===== config.mk =====
export PLATFORM = sky130hd
export DESIGN_NAME = ring_node_table_nearest_lookup_core
export DESIGN_NICKNAME = d
export VERILOG_FILES = /design/src/rtl/rnt_pkg.sv /design/src/rtl/rnt_ram.sv /design/src/rtl/ring_node_table_nearest_lookup_core.sv
export SDC_FILE = /design/constraint.sdc
export NUM_CORES = 2
export LEC_CHECK = 0
export BUFFER_PORTS_ARGS = -buffer_cell sky130_fd_sc_hd__buf_2
export CAP_MARGIN = 20
export CORE_ASPECT_RATIO = 0.6
export CORE_MARGIN = 2
export CORE_UTILIZATION = 45
export CTS_CLUSTER_DIAMETER = 200
export CTS_CLUSTER_SIZE = 40
export DETAILED_ROUTE_END_ITERATION = 10
export HOLD_SLACK_MARGIN = 0.12
export PLACE_DENSITY = 0.64
export SETUP_SLACK_MARGIN = 0.05
export SLEW_MARGIN = 10
export SYNTH_ARGS = -nofsm -noshare
export SYNTH_HDL_FRONTEND = slang
export SYNTH_MEMORY_MAX_BITS = 65536
export SYNTH_SLANG_ARGS = --single-unit

===== constraint.sdc =====
create_clock -name i_clk -period 10.64 [get_ports i_clk]
set_input_delay 3.192 -clock i_clk [delete_from_list [all_inputs] [get_ports i_clk]]
set_output_delay 3.192 -clock i_clk [all_outputs]
set_load 0.02 [all_outputs]

===== src/rtl/rnt_pkg.sv =====
// ring node table: shared types and constants
// word layouts for the input, result and table entry, plus opcode names
// no dependencies
`default_nettype none

package rnt_pkg;

    localparam int RNT_DEPTH = 64;
    localparam int ID_BITS   = 32;
    localparam int TIME_BITS = 32;
    localparam int OP_BITS   = 3;
    localparam int CNT_BITS  = 7;

    typedef logic [ID_BITS-1:0]   t_id;
    typedef logic [TIME_BITS-1:0] t_time;

    typedef enum logic [OP_BITS-1:0] {
        OP_UPDATE  = 3'd0,
        OP_FIND    = 3'd1,
        OP_REMOVE  = 3'd2,
        OP_NEAREST = 3'd3,
        OP_AUDIT   = 3'd4
    } t_opcode;

    typedef struct packed {
        logic [OP_BITS-1:0] opcode;
        t_id                node_id;
        logic               routable;
        t_time              now_ms;
    } t_in_word;

    typedef struct packed {
        logic                found;
        t_id                 result_id;
        logic [CNT_BITS-1:0] entry_count;
        logic                table_full;
    } t_out_word;

    typedef struct packed {
        logic  valid;
        logic  routable;
        t_id   ident;
        t_time last_seen;
    } t_entry;

endpackage

`default_nettype wire


===== src/rtl/rnt_ram.sv =====
// ring node table: generic simple dual port ram
// one write port, one read port with registered read data, no dependencies
`default_nettype none

module rnt_ram #(
    parameter int WIDTH = 8,
    parameter int DEPTH = 64
) (
    input  wire logic                     i_clk,
    input  wire logic                     i_we,
    input  wire logic [$clog2(DEPTH)-1:0] i_waddr,
    input  wire logic [WIDTH-1:0]         i_wdata,
    input  wire logic [$clog2(DEPTH)-1:0] i_raddr,
    output logic      [WIDTH-1:0]         o_rdata
);

    logic [WIDTH-1:0] r_mem [DEPTH];

    always_ff @(posedge i_clk) begin
        if (i_we) begin
            r_mem[i_waddr] <= i_wdata;
        end
        o_rdata <= r_mem[i_raddr];
    end

endmodule

`default_nettype wire


===== src/rtl/ring_node_table_nearest_lookup_core.sv =====
// ring node table with update, find, remove, nearest and audit
// depends on rnt_pkg and rnt_ram
//
//   channel | direction | handshake          | word
//   --------+-----------+--------------------+-----------------------
//   in      | input     | i_in_valid/o_in_stall   | t_in_word
//   out     | output    | o_out_valid/i_out_stall | t_out_word
//   cfg     | input     | i_cfg_valid/o_cfg_ready | stale interval, ms
//
// every word scans the whole table through the single ram read port, one entry
// a cycle, and its result is then registered in the output register
// after reset a clearing pass writes every entry to zero before the first word
// the next word is accepted while a result still waits in the output register
// a result only stalls the block when the output register is still occupied
`default_nettype none

module ring_node_table_nearest_lookup_core
    import rnt_pkg::*;
#(
    parameter int TABLE_DEPTH = RNT_DEPTH
) (
    input  wire logic      i_clk,
    input  wire logic      i_rst_n,
    input  wire logic      i_in_valid,
    output logic           o_in_stall,
    input  wire t_in_word  i_in_word,
    output logic           o_out_valid,
    input  wire logic      i_out_stall,
    output t_out_word      o_out_word,
    input  wire logic      i_cfg_valid,
    output logic           o_cfg_ready,
    input  wire t_time     i_cfg_data
);

    localparam int AW = $clog2(TABLE_DEPTH);
    localparam int CW = $clog2(TABLE_DEPTH + 1);
    localparam int EW = $bits(t_entry);
    localparam logic [AW-1:0] LAST_IDX = AW'(TABLE_DEPTH - 1);

    typedef enum logic [1:0] {S_CLEAR, S_IDLE, S_SCAN, S_DONE} t_state;

    t_state             r_state, n_state;
    logic [AW-1:0]      r_idx, n_idx;
    logic               r_all, n_all;
    logic               r_pend, n_pend;
    logic [AW-1:0]      r_pidx, n_pidx;
    logic [OP_BITS-1:0] r_op, n_op;
    t_id                r_id, n_id;
    logic               r_rt, n_rt;
    t_time              r_now, n_now;
    t_time              r_interval, n_interval;
    logic [CW-1:0]      r_cnt, n_cnt;
    logic               r_hit, n_hit;
    logic [AW-1:0]      r_hit_idx, n_hit_idx;
    logic               r_hit_rt, n_hit_rt;
    logic               r_free, n_free;
    logic [AW-1:0]      r_free_idx, n_free_idx;
    logic               r_have_in, n_have_in;
    t_id                r_best_in, n_best_in;
    logic               r_have_any, n_have_any;
    t_id                r_best_any, n_best_any;
    logic               r_out_valid, n_out_valid;
    t_out_word          r_out, n_out;

    logic               ram_we;
    logic [AW-1:0]      ram_waddr;
    t_entry             ram_wdata;
    logic [EW-1:0]      ram_rdata;
    t_entry             rd;

    logic               match, stale, drop, keep, near_ok, out_free;
    logic [CW+CNT_BITS-1:0] cnt_wide;

    rnt_ram #(
        .WIDTH (EW),
        .DEPTH (TABLE_DEPTH)
    ) u_ram (
        .i_clk   (i_clk),
        .i_we    (ram_we),
        .i_waddr (ram_waddr),
        .i_wdata (ram_wdata),
        .i_raddr (r_idx),
        .o_rdata (ram_rdata)
    );

    assign rd       = t_entry'(ram_rdata);
    assign match    = rd.valid && (rd.ident == r_id);
    assign stale    = rd.valid && (({1'b0, rd.last_seen} + {1'b0, r_interval}) < {1'b0, r_now});
    assign drop     = ((r_op == OP_REMOVE) && match) || ((r_op == OP_AUDIT) && stale);
    assign keep     = rd.valid && !drop;
    assign near_ok  = (rd.ident != '0) && (rd.ident <= r_id);
    assign out_free = !r_out_valid || !i_out_stall;
    assign cnt_wide = {{CNT_BITS{1'b0}}, r_cnt};

    always_comb begin
        n_state    = r_state;
        n_idx      = r_idx;
        n_all      = r_all;
        n_pend     = r_pend;
        n_pidx     = r_pidx;
        n_op       = r_op;
        n_id       = r_id;
        n_rt       = r_rt;
        n_now      = r_now;
        n_interval = r_interval;
        n_cnt      = r_cnt;
        n_hit      = r_hit;
        n_hit_idx  = r_hit_idx;
        n_hit_rt   = r_hit_rt;
        n_free     = r_free;
        n_free_idx = r_free_idx;
        n_have_in  = r_have_in;
        n_best_in  = r_best_in;
        n_have_any = r_have_any;
        n_best_any = r_best_any;
        n_out_valid = r_out_valid && i_out_stall;
        n_out      = r_out;
        ram_we     = 1'b0;
        ram_waddr  = r_pidx;
        ram_wdata  = rd;

        if (i_cfg_valid) begin
            n_interval = i_cfg_data;
        end

        unique case (r_state)
            S_CLEAR: begin
                ram_we    = 1'b1;
                ram_waddr = r_idx;
                ram_wdata = '0;
                if (r_idx == LAST_IDX) begin
                    n_idx   = '0;
                    n_state = S_IDLE;
                end else begin
                    n_idx = r_idx + 1'b1;
                end
            end
            S_IDLE: begin
                if (i_in_valid) begin
                    n_op       = i_in_word.opcode;
                    n_id       = i_in_word.node_id;
                    n_rt       = i_in_word.routable;
                    n_now      = i_in_word.now_ms;
                    n_idx      = '0;
                    n_all      = 1'b0;
                    n_pend     = 1'b0;
                    n_cnt      = '0;
                    n_hit      = 1'b0;
                    n_free     = 1'b0;
                    n_have_in  = 1'b0;
                    n_have_any = 1'b0;
                    n_state    = S_SCAN;
                end
            end
            S_SCAN: begin
                if (!r_all) begin
                    n_pend = 1'b1;
                    n_pidx = r_idx;
                    if (r_idx == LAST_IDX) begin
                        n_all = 1'b1;
                    end else begin
                        n_idx = r_idx + 1'b1;
                    end
                end else begin
                    n_pend = 1'b0;
                end
                if (r_pend) begin
                    n_cnt = r_cnt + CW'(keep);
                    if (drop) begin
                        ram_we          = 1'b1;
                        ram_wdata.valid = 1'b0;
                    end
                    if (match && !r_hit) begin
                        n_hit     = 1'b1;
                        n_hit_idx = r_pidx;
                        n_hit_rt  = rd.routable;
                    end
                    if (!rd.valid && !r_free) begin
                        n_free     = 1'b1;
                        n_free_idx = r_pidx;
                    end
                    if (rd.valid && rd.routable) begin
                        if (near_ok && (!r_have_in || (rd.ident > r_best_in))) begin
                            n_have_in = 1'b1;
                            n_best_in = rd.ident;
                        end
                        if (!r_have_any || (rd.ident > r_best_any)) begin
                            n_have_any = 1'b1;
                            n_best_any = rd.ident;
                        end
                    end
                end
                if (r_all && !r_pend) begin
                    n_state = S_DONE;
                end
            end
            S_DONE: begin
                if (out_free) begin
                    n_out       = '0;
                    n_out_valid = 1'b1;
                    n_state     = S_IDLE;
                    unique case (r_op)
                        OP_UPDATE: begin
                            ram_wdata.valid     = 1'b1;
                            ram_wdata.ident     = r_id;
                            ram_wdata.last_seen = r_now;
                            if (r_hit) begin
                                ram_we             = 1'b1;
                                ram_waddr          = r_hit_idx;
                                ram_wdata.routable = r_hit_rt;
                            end else if (r_free) begin
                                ram_we             = 1'b1;
                                ram_waddr          = r_free_idx;
                                ram_wdata.routable = r_rt;
                                n_cnt              = r_cnt + 1'b1;
                            end else begin
                                n_out.table_full = 1'b1;
                            end
                        end
                        OP_FIND: begin
                            n_out.found     = r_hit;
                            n_out.result_id = r_hit ? r_id : '0;
                        end
                        OP_NEAREST: begin
                            n_out.found = r_have_in || r_have_any;
                            if (r_have_in) begin
                                n_out.result_id = r_best_in;
                            end else if (r_have_any) begin
                                n_out.result_id = r_best_any;
                            end
                        end
                        default: begin
                        end
                    endcase
                    n_out.entry_count = (r_op == OP_UPDATE && !r_hit && r_free)
                        ? cnt_wide[CNT_BITS-1:0] + 1'b1 : cnt_wide[CNT_BITS-1:0];
                end
            end
            default: begin
                n_state = S_IDLE;
            end
        endcase
    end

    always_ff @(posedge i_clk) begin
        if (!i_rst_n) begin
            r_state     <= S_CLEAR;
            r_idx       <= '0;
            r_all       <= 1'b0;
            r_pend      <= 1'b0;
            r_interval  <= '0;
            r_out_valid <= 1'b0;
        end else begin
            r_state     <= n_state;
            r_idx       <= n_idx;
            r_all       <= n_all;
            r_pend      <= n_pend;
            r_interval  <= n_interval;
            r_out_valid <= n_out_valid;
        end
        r_pidx     <= n_pidx;
        r_op       <= n_op;
        r_id       <= n_id;
        r_rt       <= n_rt;
        r_now      <= n_now;
        r_cnt      <= n_cnt;
        r_hit      <= n_hit;
        r_hit_idx  <= n_hit_idx;
        r_hit_rt   <= n_hit_rt;
        r_free     <= n_free;
        r_free_idx <= n_free_idx;
        r_have_in  <= n_have_in;
        r_best_in  <= n_best_in;
        r_have_any <= n_have_any;
        r_best_any <= n_best_any;
        r_out      <= n_out;
    end

    assign o_in_stall  = (r_state != S_IDLE);
    assign o_out_valid = r_out_valid;
    assign o_out_word  = r_out;
    assign o_cfg_ready = 1'b1;

endmodule

`default_nettype wire


==> flow_metrics.env <==
export IMPL_seq_area_um2=135100
export IMPL_holdWs_ns=0.5451
export IMPL_fin_crit_ns=7.792
export IMPL_grt_max_degree=133
export IMPL_period_share=0.7323
export IMPL_reg2reg_depth=22
export IMPL_hold_buffers=0
export IMPL_endpoint="u_ram.r_mem[25][46]"
export IMPL_synth_area_um2=176600
export IMPL_dp_cells=12940
export IMPL_grt_pass1_vias=80570
export IMPL_r2r_setup_slack_ns=2.85
export IMPL_post_cts_setup_buffer_count=0
export IMPL_die_width_um=812.6
export IMPL_drive_above_1_share=0.2664
export IMPL_r2r_end="u_ram.r_mem[25][46]"
export IMPL_clkPwrFrac=0.260
export IMPL_synth_enable_flop_cells=4427
export IMPL_timing_setup_tns_ns=0
export IMPL_row_count=178
export IMPL_synth_seq_cells=4536
export IMPL_drv_slew=0
export IMPL_yosysSeqAreaShare=0.7653
export IMPL_intPower_mw=22.90
export IMPL_num_nets_final=8141
export IMPL_yosysUniqueCellTypes=75
export IMPL_pwr_share_seq=0.667
export IMPL_dp_hpwl_um=306500
export IMPL_fin_cells=13170
export IMPL_cts_tree="yes"
export IMPL_avgSynthCellArea_um2=22.94
export IMPL_gr_total_overflow=0
export IMPL_synthArstFlopShare=0
export IMPL_critPathKind="flip-flop to flip-flop"
export IMPL_comb_power_share=0.073
export IMPL_clockBufferDepth=4
export IMPL_critPathLaunch="r_interval[0]"
export IMPL_dieArea_um2=397500
export IMPL_drv_cap=0
export IMPL_fillCellCount=30850
export IMPL_synthDominantCellAreaShare=0.7530
export IMPL_drtIter0Drc=15760
export IMPL_cts_buffers=139
export IMPL_start_util=0.4512
export IMPL_setup_viol=0
export IMPL_synth_common_cells="edfxtp_1, mux4_2, clkbuf_1"
export IMPL_peakVddDrop_mv=0.1399
export IMPL_hold_depth=2
export IMPL_ant_nets=0
export IMPL_skew_ns=0.05298
export IMPL_power_switching_mw=6.452
export IMPL_slew_headroom=0.2071
export IMPL_dieHeight_um=489.2
export IMPL_status="finished clean"
export IMPL_synth_ff_type="edfxtp_1"
export IMPL_reg2reg_from="r_interval[0]"
export IMPL_place_congestion=0.8857
export IMPL_grt_pass1_wl_um=676000
export IMPL_vias_per_cell=6.518
export IMPL_ys_top_cells_by_area="edfxtp_1, mux4_2, dfxtp_1, ha_1, clkbuf_1"
export IMPL_synth_most_common_cell="edfxtp_1"
export IMPL_drt_wl_total_um=492100
export IMPL_clk_pin_slew_ns=0.16
export IMPL_grt_use_total=0.2445
export IMPL_cp_max_fo=44
export IMPL_power_density_nw_per_um2=154.3
export IMPL_cts_resized=0
export IMPL_swShare=0.2198
export IMPL_cts_root_buf="clkbuf_16"
export IMPL_power_leakage_nw=52.73
export IMPL_synth_largest_area_cell="edfxtp_1"
export IMPL_multi_input_area_um2=40730
export IMPL_core_um2=391300
export IMPL_crit_arrival_ns=8.36
export IMPL_clk_latency_ns=0.94
export IMPL_fmax_mhz=128.3
export IMPL_rsz0062_at_grt="false"
export IMPL_cts_sinks=4536
export IMPL_hold_viol=0
export IMPL_worstHoldPathType="flip-flop to flip-flop"
export IMPL_pin_count=149
export IMPL_tightest_slew_ns=1.189
export IMPL_drtPass1Iterations=8
export IMPL_synth_cells=7696
export IMPL_wl_per_cell_um=37.37
export IMPL_antenna_found_initial=58
export IMPL_port_buffers=147
export IMPL_drc=0
export IMPL_synth_nets=7971
export IMPL_syn_to_final_growth_pct=7.726
export IMPL_cp_start_kind="flip-flop"
export IMPL_cp_end_kind="flip-flop"
export IMPL_yosys_warnings=0
export IMPL_htreeDepth=4
export IMPL_cp_required_ns=11.20
export IMPL_num_vias=85830
cells in the final DEF (no fill, tap or decap), drive strengths merged, types with 11 or more instances in the layout:
| cell type | instances |
|---|---|
| buf | 404 |
| o21ai | 66 |
| edfxtp | 4427 |
| a31oi | 13 |
| nand2b | 12 |
| clkbuf | 205 |
| nand3 | 29 |
| ha | 169 |
| mux2i | 35 |
| a21oi | 151 |
| a22o | 11 |
| mux4 | 1386 |
| inv | 149 |
| nor2b | 51 |
| nor2 | 153 |
| diode | 16 |
| xnor2 | 25 |
| nand4 | 28 |
| a21o | 44 |
| nor4 | 14 |
| nor3 | 27 |
| dfxtp | 109 |
| a22oi | 13 |
| nand2 | 242 |
| xor2 | 16 |
state kept, by name, summed over array words and instances (netlist names), 2 cells and up:
signal,flops
r_pidx,6
u_ram.r_mem,4224
r_hit_idx,6
u_ram.o_rdata,66
r_best_in,32
r_op,3
r_best_any,32
r_interval,32
o_out_word,41
r_free_idx,6
r_state,2
r_now,32
r_cnt,7
r_idx,6
r_id,32
worst min-delay path by stage:
stage | startpoint | endpoint | slack, ns
detailed placement | r_pidx[1] | r_hit_idx[1] | 0.51
floorplan | r_idx[2] | r_pidx[2] | 0.41
global placement | r_pidx[1] | r_hit_idx[1] | 0.51
global route | r_interval[16] | r_interval[16] | 0.56
finish | r_interval[23] | r_interval[23] | 0.55
CTS | r_interval[7] | r_interval[7] | 0.54
metal layers:
metal  global-route usage  wire [um]
met4              0.04292       9638
met5                    0        108
met3              0.05728      65450
met2               0.3437     209500
met1               0.3947     207400
cell families (layout without fill, tap and decap cells):
kind of cell	Yosys count	after routing	share of synthesized area
buffers and inverters	524	760	0.01159
other	1	17	0.00002124
flip-flops	4536	4536	0.7653
XOR/XNOR	41	41	0.002034
AO/OA/AOI/OAI	405	405	0.01465
multiplexers	1421	1421	0.1788
adder cells (fa/ha/maj)	170	170	0.01209
AND/OR/NAND/NOR	598	598	0.01551
area by class of cell:
class | instances | area share
clock buffer | 204 | 0.02002
antenna | 16 | 0.0002105
sequential | 4536 | 0.7106
timing repair buffer | 405 | 0.01756
inverter | 148 | 0.002921
multi-input combinational | 2636 | 0.2141
tap | 5220 | 0.03434
clock inverter | 3 | 0.0002500
worst max-delay path: stages, from the launching register on:
cell and delay (ns):
dfxtp_1 0.35, ha_1 0.24, inv_1 0.10, fa_1 0.22, nor2b_1 0.08, o311ai_0 0.56, a211oi_1 0.36, o211ai_1 0.40
nand2_1 0.13, or4_1 0.45, a2111o_1 0.38, o211ai_1 0.10, ha_1 0.28, nand4_1 0.18, nor2_1 0.14, o211a_1 0.13
o21ai_0 0.28, a31oi_1 0.24, nor4_4 0.54, buf_6 0.25, a31oi_2 0.43, nor2_4 1.05, buf_12 0.40
stage by stage:
stage          setup WS [ns]  total power [mW]  cell area (um^2)    util
5_1_grt                2.495             30.09            190200  0.4859
3_5_place_dp           2.113             22.11            186200  0.4758
6_report               2.848             29.35            190200  0.4860
2_1_floorplan          2.399             21.29            176600       -
3_3_place_gp           2.188             22.11            186200  0.4758
4_1_cts                2.077             29.44            190000  0.4857
power groups by stage:
| stage | clock [mW] | sequential (mW) | combinational [mW] |
|---|---|---|---|
| finish | 7.63 | 19.6 | 2.13 |
| global route | 8.24 | 19.6 | 2.25 |
| CTS | 7.72 | 19.6 | 2.13 |
| detailed placement | 0 | 20.0 | 2.12 |
| global placement | 0 | 20.0 | 2.13 |
| floorplan | 0 | 19.9 | 1.37 |
Power figures use the tool's default switching activity.
